File: config.mk
export PLATFORM = sky130hd
export DESIGN_NAME = bzw_render
export DESIGN_NICKNAME = d
export VERILOG_FILES = /design/src/sv/bzw_pkg.sv /design/src/sv/bzw_render.sv
export SDC_FILE = /design/constraint.sdc
export NUM_CORES = 2
export LEC_CHECK = 0
export BUFFER_PORTS_ARGS = -buffer_cell sky130_fd_sc_hd__buf_2
export CORE_MARGIN = 4
export CORE_UTILIZATION = 25
export DETAILED_ROUTE_END_ITERATION = 10
export HOLD_SLACK_MARGIN = 0.1
export SLEW_MARGIN = 20
export SYNTH_ARGS = -nofsm -noshare
export SYNTH_HDL_FRONTEND = slang
export SYNTH_SLANG_ARGS = --single-unit
File: constraint.sdc
create_clock -name clk -period 25.9 [get_ports clk]
set_input_delay 2.59 -clock clk [delete_from_list [all_inputs] [get_ports clk]]
set_output_delay 2.59 -clock clk [all_outputs]
set_load 0.03 [all_outputs]
File: src/sv/bzw_pkg.sv
`timescale 1ns / 1ps
// ----------------------------------------------------------------------------
// bzw_pkg
// Shared constants, codes and types of the Bezier wavetable render and lookup.
// ----------------------------------------------------------------------------
package bzw_pkg;

	localparam int TABLE_DEPTH      = 1024;
	localparam int ADDR_W           = $clog2(TABLE_DEPTH);
	localparam int SIZE_W           = 11;
	localparam int MAX_NEWTON_STEPS = 16;
	localparam int K_W              = $clog2(MAX_NEWTON_STEPS + 1);
	localparam int AMP_W            = 16;
	localparam int CX_W             = 15;
	localparam int TOL_W            = 16;
	localparam int PHASE_W          = 16;
	localparam int STATUS_W         = 2;
	localparam int IDX_W            = 3;
	localparam int MUL_W            = 24;
	localparam int PROD_W           = 2 * MUL_W;
	localparam int TV_W             = 18;
	localparam int PV_W             = 20;
	localparam int QUO_W            = 40;
	localparam int DEN_W            = 24;
	localparam int DCNT_W           = $clog2(QUO_W + 1);

	localparam logic CMD_RENDER = 1'b0;
	localparam logic CMD_APPLY  = 1'b1;

	localparam logic [STATUS_W-1:0] STAT_APPLIED  = 2'd0;
	localparam logic [STATUS_W-1:0] STAT_RENDERED = 2'd1;
	localparam logic [STATUS_W-1:0] STAT_EMPTY    = 2'd2;

	localparam logic [IDX_W-1:0] REG_START_LEVEL   = 3'd0;
	localparam logic [IDX_W-1:0] REG_END_LEVEL     = 3'd1;
	localparam logic [IDX_W-1:0] REG_FIRST_CTRL_X  = 3'd2;
	localparam logic [IDX_W-1:0] REG_FIRST_CTRL_Y  = 3'd3;
	localparam logic [IDX_W-1:0] REG_SECOND_CTRL_X = 3'd4;
	localparam logic [IDX_W-1:0] REG_SECOND_CTRL_Y = 3'd5;
	localparam logic [IDX_W-1:0] REG_TABLE_SIZE    = 3'd6;
	localparam logic [IDX_W-1:0] REG_NEWTON_TOL    = 3'd7;

	typedef struct packed {
		logic signed [AMP_W-1:0] start_level;
		logic signed [AMP_W-1:0] end_level;
		logic [CX_W-1:0]         first_ctrl_x;
		logic signed [AMP_W-1:0] first_ctrl_y;
		logic [CX_W-1:0]         second_ctrl_x;
		logic signed [AMP_W-1:0] second_ctrl_y;
		logic [TOL_W-1:0]        newton_tolerance;
	} bzw_cfg_t;

	typedef struct packed {
		logic                    en;
		logic [ADDR_W-1:0]       addr;
		logic signed [AMP_W-1:0] data;
	} bzw_wr_t;

endpackage

File: src/sv/bzw_render.sv
`timescale 1ns / 1ps
// ----------------------------------------------------------------------------
// bzw_render
// Table render sequencer: Newton solve and Horner evaluation per entry on one
// shared multiplier and one radix-2 divider.
// ----------------------------------------------------------------------------
module bzw_render (
	input  logic                          clk,
	input  logic                          arst_n,
	input  logic                          start,
	input  logic [bzw_pkg::SIZE_W-1:0]    size,
	input  bzw_pkg::bzw_cfg_t             cfg,
	output bzw_pkg::bzw_wr_t              wr,
	output logic                          done
);

	localparam logic [3:0] E_IDLE = 4'd0;
	localparam logic [3:0] E_PDIV = 4'd1;
	localparam logic [3:0] E_MUL  = 4'd2;
	localparam logic [3:0] E_WB   = 4'd3;
	localparam logic [3:0] E_CHK  = 4'd4;
	localparam logic [3:0] E_NDIV = 4'd5;
	localparam logic [3:0] E_HMUL = 4'd6;
	localparam logic [3:0] E_HWB  = 4'd7;
	localparam logic [3:0] E_DONE = 4'd8;

	localparam logic [3:0] OP_T2  = 4'd0;
	localparam logic [3:0] OP_TI2 = 4'd1;
	localparam logic [3:0] OP_T3  = 4'd2;
	localparam logic [3:0] OP_P1  = 4'd3;
	localparam logic [3:0] OP_P2  = 4'd4;
	localparam logic [3:0] OP_F1  = 4'd5;
	localparam logic [3:0] OP_F2  = 4'd6;
	localparam logic [3:0] OP_D1  = 4'd7;
	localparam logic [3:0] OP_D2  = 4'd8;

	localparam int MW = bzw_pkg::MUL_W;
	localparam int TW = bzw_pkg::TV_W;
	localparam int QW = bzw_pkg::QUO_W;
	localparam int DW = bzw_pkg::DEN_W;
	localparam logic [TW-1:0] ONE_T = TW'(65536);

	logic [3:0]                       state_q, state_d;
	logic [3:0]                       op_q;
	logic [1:0]                       r_q;
	logic [bzw_pkg::K_W-1:0]          k_q;
	logic [bzw_pkg::SIZE_W-1:0]       i_q;
	logic signed [TW-1:0]             t_q, t2_q, ti2_q, t3_q, pos_q;
	logic signed [bzw_pkg::PV_W-1:0]  p1_q, p2_q;
	logic signed [MW-1:0]             f_q, d_q, h_q;
	logic signed [bzw_pkg::PROD_W-1:0] prod_q;
	logic [DW:0]                      dv_rem_q;
	logic [QW-1:0]                    dv_quo_q;
	logic [DW-1:0]                    dv_den_q;
	logic [bzw_pkg::DCNT_W-1:0]       dv_cnt_q;
	logic                             dv_neg_q;

	logic signed [MW-1:0] mul_a, mul_b;
	logic signed [MW-1:0] ti, ax, bx, ax3, bx3, u1, u2, t2x3;
	logic signed [MW-1:0] s, e, ay, by, c0, c1, c2, c3, csel, h_next;
	logic signed [MW-1:0] sh14, sh16;
	logic [DW:0]          dv_shift;
	logic                 dv_fit, dv_end;
	logic signed [QW:0]   step;
	logic signed [QW+1:0] t_new;
	logic signed [TW-1:0] t_clamp;
	logic [DW-1:0]        f_mag, d_mag;
	logic [bzw_pkg::SIZE_W-1:0] i_next;
	logic                 newton_stop, last_entry;

	assign ti   = MW'(ONE_T - t_q);
	assign ax   = $signed({{(MW-bzw_pkg::CX_W){1'b0}}, cfg.first_ctrl_x});
	assign bx   = $signed({{(MW-bzw_pkg::CX_W){1'b0}}, cfg.second_ctrl_x});
	assign ax3  = ax + (ax <<< 1);
	assign bx3  = bx + (bx <<< 1);
	assign t2x3 = MW'(t2_q) + (MW'(t2_q) <<< 1);
	assign u1   = MW'(ONE_T) - (MW'(t_q) <<< 2) + t2x3;
	assign u2   = (MW'(t_q) <<< 1) - t2x3;

	assign s  = MW'(cfg.start_level);
	assign e  = MW'(cfg.end_level);
	assign ay = MW'(cfg.first_ctrl_y);
	assign by = MW'(cfg.second_ctrl_y);
	assign c0 = s;
	assign c1 = (ay + (ay <<< 1)) - (s + (s <<< 1));
	assign c2 = (s + (s <<< 1)) - (ay <<< 2) - (ay <<< 1) + (by + (by <<< 1));
	assign c3 = e - s + (ay + (ay <<< 1)) - (by + (by <<< 1));

	assign sh14 = $signed(prod_q[37:14]);
	assign sh16 = $signed(prod_q[39:16]);

	always_comb begin
		case (r_q)
			2'd0:    csel = c2;
			2'd1:    csel = c1;
			default: csel = c0;
		endcase
	end
	assign h_next = csel + sh16;

	always_comb begin
		mul_a = MW'(t_q);
		mul_b = MW'(t_q);
		if (state_q == E_HMUL) begin
			mul_b = h_q;
		end else begin
			case (op_q)
				OP_T2: begin
					mul_a = MW'(t_q);
					mul_b = MW'(t_q);
				end
				OP_TI2: begin
					mul_a = ti;
					mul_b = ti;
				end
				OP_T3: begin
					mul_a = MW'(t2_q);
					mul_b = MW'(t_q);
				end
				OP_P1: begin
					mul_a = MW'(ti2_q) + (MW'(ti2_q) <<< 1);
					mul_b = MW'(t_q);
				end
				OP_P2: begin
					mul_a = ti + (ti <<< 1);
					mul_b = MW'(t2_q);
				end
				OP_F1: begin
					mul_a = MW'(p1_q);
					mul_b = ax;
				end
				OP_F2: begin
					mul_a = MW'(p2_q);
					mul_b = bx;
				end
				OP_D1: begin
					mul_a = ax3;
					mul_b = u1;
				end
				OP_D2: begin
					mul_a = bx3;
					mul_b = u2;
				end
				default: begin
					mul_a = MW'(t_q);
					mul_b = MW'(t_q);
				end
			endcase
		end
	end

	assign dv_shift = {dv_rem_q[DW-1:0], dv_quo_q[QW-1]};
	assign dv_fit   = dv_shift >= {1'b0, dv_den_q};
	assign dv_end   = dv_cnt_q == bzw_pkg::DCNT_W'(QW);

	assign step    = dv_neg_q ? -$signed({1'b0, dv_quo_q}) : $signed({1'b0, dv_quo_q});
	assign t_new   = (QW+2)'(t_q) - (QW+2)'(step);
	assign t_clamp = (t_new < 0) ? '0 :
		(t_new > (QW+2)'(65536)) ? $signed(ONE_T) : t_new[TW-1:0];
	assign newton_stop = (dv_quo_q <= QW'(cfg.newton_tolerance)) ||
		(k_q == bzw_pkg::K_W'(bzw_pkg::MAX_NEWTON_STEPS - 1));

	assign f_mag  = f_q[MW-1] ? DW'(-f_q) : DW'(f_q);
	assign d_mag  = d_q[MW-1] ? DW'(-d_q) : DW'(d_q);
	assign i_next = i_q + 1'b1;
	assign last_entry = i_next == size;

	always_comb begin
		state_d = state_q;
		case (state_q)
			E_IDLE: if (start) state_d = (size == '0) ? E_DONE : E_PDIV;
			E_PDIV: if (dv_end) state_d = (i_q == '0) ? E_HMUL : E_MUL;
			E_MUL:  state_d = E_WB;
			E_WB:   state_d = (op_q == OP_D2) ? E_CHK : E_MUL;
			E_CHK:  state_d = (d_q == '0) ? E_HMUL : E_NDIV;
			E_NDIV: if (dv_end) state_d = newton_stop ? E_HMUL : E_MUL;
			E_HMUL: state_d = E_HWB;
			E_HWB: begin
				if (r_q == 2'd2) state_d = last_entry ? E_DONE : E_PDIV;
				else state_d = E_HMUL;
			end
			E_DONE: state_d = E_IDLE;
			default: state_d = E_IDLE;
		endcase
	end

	always_ff @(posedge clk or negedge arst_n) begin
		if (!arst_n) begin
			state_q <= E_IDLE;
		end else begin
			state_q <= state_d;
		end
	end

	always_ff @(posedge clk) begin
		prod_q <= mul_a * mul_b;
		if ((state_q == E_PDIV || state_q == E_NDIV) && !dv_end) begin
			dv_rem_q <= dv_fit ? dv_shift - {1'b0, dv_den_q} : dv_shift;
			dv_quo_q <= {dv_quo_q[QW-2:0], dv_fit};
			dv_cnt_q <= dv_cnt_q + 1'b1;
		end
		case (state_q)
			E_IDLE: begin
				i_q      <= '0;
				dv_rem_q <= '0;
				dv_quo_q <= '0;
				dv_den_q <= DW'(size);
				dv_cnt_q <= '0;
				dv_neg_q <= 1'b0;
			end
			E_PDIV: begin
				if (dv_end) begin
					pos_q <= $signed({2'b00, dv_quo_q[15:0]});
					t_q   <= (i_q == '0) ? '0 : $signed({2'b00, dv_quo_q[15:0]});
					op_q  <= OP_T2;
					k_q   <= '0;
					h_q   <= c3;
					r_q   <= 2'd0;
				end
			end
			E_WB: begin
				case (op_q)
					OP_T2:   t2_q  <= $signed(prod_q[33:16]);
					OP_TI2:  ti2_q <= $signed(prod_q[33:16]);
					OP_T3:   t3_q  <= $signed(prod_q[33:16]);
					OP_P1:   p1_q  <= $signed(prod_q[35:16]);
					OP_P2:   p2_q  <= $signed(prod_q[35:16]);
					OP_F1:   f_q   <= sh14;
					OP_F2:   f_q   <= f_q + sh14 + MW'(t3_q) - MW'(pos_q);
					OP_D1:   d_q   <= sh14;
					OP_D2:   d_q   <= d_q + sh14 + t2x3;
					default: f_q   <= f_q;
				endcase
				op_q <= op_q + 1'b1;
			end
			E_CHK: begin
				h_q      <= c3;
				r_q      <= 2'd0;
				dv_rem_q <= '0;
				dv_quo_q <= {f_mag, 16'b0};
				dv_den_q <= d_mag;
				dv_cnt_q <= '0;
				dv_neg_q <= f_q[MW-1] ^ d_q[MW-1];
			end
			E_NDIV: begin
				if (dv_end) begin
					t_q  <= t_clamp;
					k_q  <= k_q + 1'b1;
					op_q <= OP_T2;
					h_q  <= c3;
					r_q  <= 2'd0;
				end
			end
			E_HWB: begin
				h_q <= h_next;
				r_q <= r_q + 1'b1;
				if (r_q == 2'd2) begin
					i_q      <= i_next;
					dv_rem_q <= '0;
					dv_quo_q <= {{(QW-bzw_pkg::SIZE_W-16){1'b0}}, i_next, 16'b0};
					dv_den_q <= DW'(size);
					dv_cnt_q <= '0;
					dv_neg_q <= 1'b0;
				end
			end
			default: r_q <= r_q;
		endcase
	end

	always_comb begin
		wr.en   = (state_q == E_HWB) && (r_q == 2'd2);
		wr.addr = i_q[bzw_pkg::ADDR_W-1:0];
		if (h_next > MW'(32767)) wr.data = 16'sh7FFF;
		else if (h_next < -MW'(32768)) wr.data = 16'sh8000;
		else wr.data = h_next[bzw_pkg::AMP_W-1:0];
	end

	assign done = state_q == E_DONE;

endmodule

# Yosys cells after proc, flatten, opt, wreduce, memory -nomap -nowiden
# Index checks and enable logic that the tools add are counted.
# W data, S select, Z words.
[op_classes] n_addsub=35 n_mul=1 magnitude_cmp=6 n_eq_ne=26 mux=54 bitwise=1 n_reduce_logical=34
[ops] op="$pmux W24 S8" n=1
[ops] op="$mux W24" n=6
[ops] op="$pmux W24 S2" n=3
[ops] op="$pmux W24 S3" n=2
[ops] op="$pmux W24 S6" n=1
[ops] op="$pmux W40 S3" n=1
[ops] op="$mux W40" n=2
[ops] op="$mux W25" n=3
[ops] op="$add A24 B24 Y24" n=3
[ops] op="$mux W18" n=4
[ops] op="$add A16 B17 Y18" n=3
[ops] op="$pmux W25 S2" n=1
[ops] op="$mux W16" n=3
[ops] op="$neg A24 Y24" n=2
[ops] op="$gt A42 B18 Y1 const B" n=1
[ops] op="$lt A42 B1 Y1 const B" n=1
[ops] op="$sub A18 B41 Y42" n=1
[ops] op="$mux W41" n=1
[ops] op="$neg A40 Y41" n=1
[ops] op="$add A18 B19 Y20" n=2
[ops] op="$le A40 B16 Y1" n=1
[ops] op="$mul A24 B24 Y40" n=1
[ops] op="$sub A18 B18 Y19" n=2
[ops] op="$pmux W18 S2" n=1
[ops] op="61 further kinds" n=110
[word_totals] register_bits=362 inputBits=124 out_inout_bits=28 wordCells=178

# Depth between registers and ports, before layout
[depth] word_depth=9 depth_mapped=56 depth_no_buf=54

# Worst setup path after synthesis
# OpenSTA, ideal clock, no wires.
[synth_timing] kind="input-to-output" start="input port cfg[94] (netlist name)" end="output port wr[10] (netlist name)" arrival_time_ps=10150 required_time_ps=23310 path_slack_ps=13160 path_stages=38 cell_sequence="ha_1 > fa_1 > a21oi_1 > nor2_1 > nor2_1 > o21bai_1 > a21oi_1 > o21bai_1 > a21oi_1 > nor2b_1 > o21a_1 > o21ai_0 > nand2b_1 > a21oi_1 > o21bai_1 > a21oi_1 > xor2_1 > fa_1 > [2 not listed] > ha_1 > nor2b_1 > o21ai_0 > o21ai_0 > o41a_1 > xor2_1 > a21o_1 > ha_1 > a21o_1 > a21o_1 > nor4_1 > o31ai_1 > a21oi_1 > xnor2_1 > xor2_1 > a41oi_1 > clkbuf_1 > o21ai_0"
[synth_lines] element="start, declared" line_no="bzw_render.sv:12" text="input bzw_pkg::bzw_cfg_t cfg,"
[synth_lines] element="end, declared" line_no="bzw_render.sv:13" text="output bzw_pkg::bzw_wr_t wr,"

==> results.sh <==
export IMPL_cts_max_level=2
export IMPL_fmax_ghz=0.0714
export IMPL_cts_sinks=347
export IMPL_ctsResizeCount=0
export IMPL_path_common_cell="a21oi_1"
export IMPL_synth_nets=7466
export IMPL_mostFrequentLayoutCells="inv_1, nand2_1, fa_1"
export IMPL_syn_inst=6164
export IMPL_min_period_over_period=0.541
export IMPL_synthMuxAreaShare=0.00966
export IMPL_clock_latency_ns=0.62
export IMPL_fillCellCount=22575
export IMPL_rows=170
export IMPL_hold_viol=0
export IMPL_final_setup_viol_count=0
export IMPL_die_x_microns=472
export IMPL_post_cts_buffers=0
export IMPL_grt_usage=0.155
export IMPL_final_setup_skew_ns=0.0523
export IMPL_arrival_ns=11.41
export IMPL_synth_top_family_by_area="adder cells"
export IMPL_synth_ff_type="edfxtp_1"
export IMPL_yosys_area_share_simple=0.146
export IMPL_max_slew_margin_rel=0.255
export IMPL_place_congestion=0.907
export IMPL_io_pins=152
export IMPL_cts_tree="yes"
export IMPL_synthesis_area_sq_um=53900
export IMPL_seqCellArea_sq_um=9440
export IMPL_max_cap_violations=0
export IMPL_worstSetupEndpointType="primary output"
export IMPL_grt_overflow=0
export IMPL_drive_gt1_frac=0.0678
export IMPL_avgSynthCellArea_sq_um=8.74
export IMPL_core_area_sq_um=215000
export IMPL_grt_pass1_vias=45399
export IMPL_grt_pass1_wl_mm=271
export IMPL_multiInputGateArea_sq_um=40000
export IMPL_synth_xor_area_frac=0.0696
export IMPL_cts_root_buffer="clkbuf_16"
export IMPL_route_detailed_drc=0
export IMPL_grt_max_degree=52
export IMPL_synth_largest_area_cell="fa_1"
export IMPL_cts_buffers=44
export IMPL_dieHeight_microns=472
export IMPL_die_area_sq_um=223000
export IMPL_seq_area_frac_synth=0.175
export IMPL_synth_enable_flop_cells=247
export IMPL_clock_path_buffers=3
export IMPL_routed_wl_mm=176
export IMPL_first_pass_iters=10
export IMPL_hp_class="reg2reg"
export IMPL_min_period_ns=14.00
export IMPL_ys_seq_elements=347
export IMPL_layout_commonest_cell="inv_1"
export IMPL_drtIter0Drc=3793
export IMPL_grt_antenna_before_repair=41
export IMPL_postSynth_asyncResetShare=0.0115
export IMPL_ys_warn_count=0
export IMPL_synth_top_area_frac=0.234
export IMPL_hold_buffers=0
export IMPL_path_max_fanout=15
export IMPL_ant_nets=0
export IMPL_crit_type="in2out"
export IMPL_cp_slowest_cell="a41oi_4"
export IMPL_numPortBuffers=151
export IMPL_worstPathRequired_ns=23.31
export IMPL_slew_violations=0
export IMPL_clk_pin_slew_ns=0.06
export IMPL_floorplan_initialDensity=0.251
export IMPL_via_count=44730
export IMPL_fin_setup_tns_ns=0
export IMPL_max_stage_delay_ns=0.91
export IMPL_ys_top_cells_by_area="fa_1, edfxtp_1, ha_1, inv_1, nand2_1"
export IMPL_dp_hpwl_mm=143
export IMPL_nets=7552
export IMPL_rsz0062_at_grt="false"
export IMPL_synth_compound_area_share=0.149
export IMPL_area_delta_synth_final_pct=11.3
export IMPL_worstMarginPinSlew_ns=1.11
export IMPL_status="finished clean"
export IMPL_synthAdderAreaFrac=0.362
export IMPL_via_per_inst=4.90
export IMPL_wl_per_cell_microns=19.3
export IMPL_critPathLaunchType="input pin"
export IMPL_synth_cell_types=101
==> cell usage after synthesis, types with 24 or more instances <==
library cell  count
inv_1          1038
nand2_1         725
fa_1            631
ha_1            547
nor2_1          314
a21oi_1         309
xnor2_1         288
o21ai_0         279
edfxtp_1        247
clkbuf_1        174
xor2_1          138
and2_1          112
nor3_1           99
dfxtp_1          96
a21o_1           85
nand3_1          79
nand2b_1         72
o21bai_1         64
nor2b_1          57
or3_1            49
mux2i_1          46
o21a_1           44
a22oi_1          36
a211oi_1         35
o31ai_1          34
nand4_1          31
o211ai_1         30
a21boi_0         29
o22ai_1          29
or2_2            27
and3_1           26
nor4_1           24
==> stage by stage <==
stage	instances	utilization	hold WS [ns]	setup WS, ns	instance area (sq um)
finish	9137	0.280	0.479	11.90	60000
global route	9127	0.279	0.511	11.24	60000
CTS	9124	0.279	0.484	11.90	60000
detailed placement	9042	0.272	0.474	11.94	58400
global placement	9042	0.272	0.469	11.96	58400
floorplan	6164	-	0.433	13.16	53900
==> worst max-delay path: cells and delay by family <==
family / cells / cell delay, ns
adders and majority gates: 6 / 2.17
and+or+nand+nor: 6 / 0.89
buffers and inverters: 3 / 0.49
AOI/OAI and AO/OA: 20 / 4.51
xor gates and xnor gates: 4 / 0.76
==> flip-flops by register name, indices dropped and copies added (netlist names), 16 cells and up <==
name and cells:
prod_q 26, d_q 24, dv_quo_q 40, t3_q 18, t_q 18, h_q 24
ti2_q 18, dv_rem_q 24, t2_q 18, pos_q 16, f_q 24, dv_den_q 24
p2_q 20, p1_q 20
==> cell families after synthesis <==
kind of cell	after synthesis
adder cells (fa/ha/maj)	1179
AND/OR/NAND/NOR	1690
XOR/XNOR	427
buffers and inverters	1247
AO/OA/AOI/OAI	1222
multiplexers	51
flip-flops	347
other	1
==> layout make-up <==
| class | count | share of cell area |
|---|---|---|
| Timing Repair Buffer | 249 | 0.0249 |
| Clock buffer | 67 | 0.0217 |
| Tap cell | 2838 | 0.0592 |
| Clock inverter | 15 | 0.00490 |
| Multi-Input combinational cell | 4570 | 0.667 |
| Antenna cell | 13 | 0.000542 |
| Sequential cell | 347 | 0.157 |
| Inverter | 1038 | 0.0649 |
==> per-layer routing <==
| layer | up-vias | wire [microns] | global-route usage |
|---|---|---|---|
| li1 | 20688 | - | - |
| met4 | 2 | 7070 | 0.0560 |
| met2 | 1536 | 81000 | 0.255 |
| met1 | 22221 | 76600 | 0.208 |
| met5 | - | 10 | 0 |
| met3 | 283 | 11400 | 0.0217 |
==> worst paths after layout <==
path	start	to	slack [ns]	depth (start not counted)
max in group asynchronous	arst_n	state_q[3]$_DFFE_PN0P_	23.98	1
hold reg to reg	dv_rem_q[5]$_DFF_P_	dv_rem_q[5]$_DFF_P_	0.48	2
setup / recovery	cfg[95]	wr[3]	11.90	39
hold / removal	dv_rem_q[5]$_DFF_P_	dv_rem_q[5]$_DFF_P_	0.48	2
min in group asynchronous	arst_n	state_q[2]$_DFFE_PN0P_	1.80	1
setup reg to reg	t2_q[1]$_DFFE_PP_	prod_q[39]$_DFF_P_	12.76	46
Power is left out: the tool's default activity adds up to more than one toggle a clock period on the data nets, which glitch-free logic cannot reach.
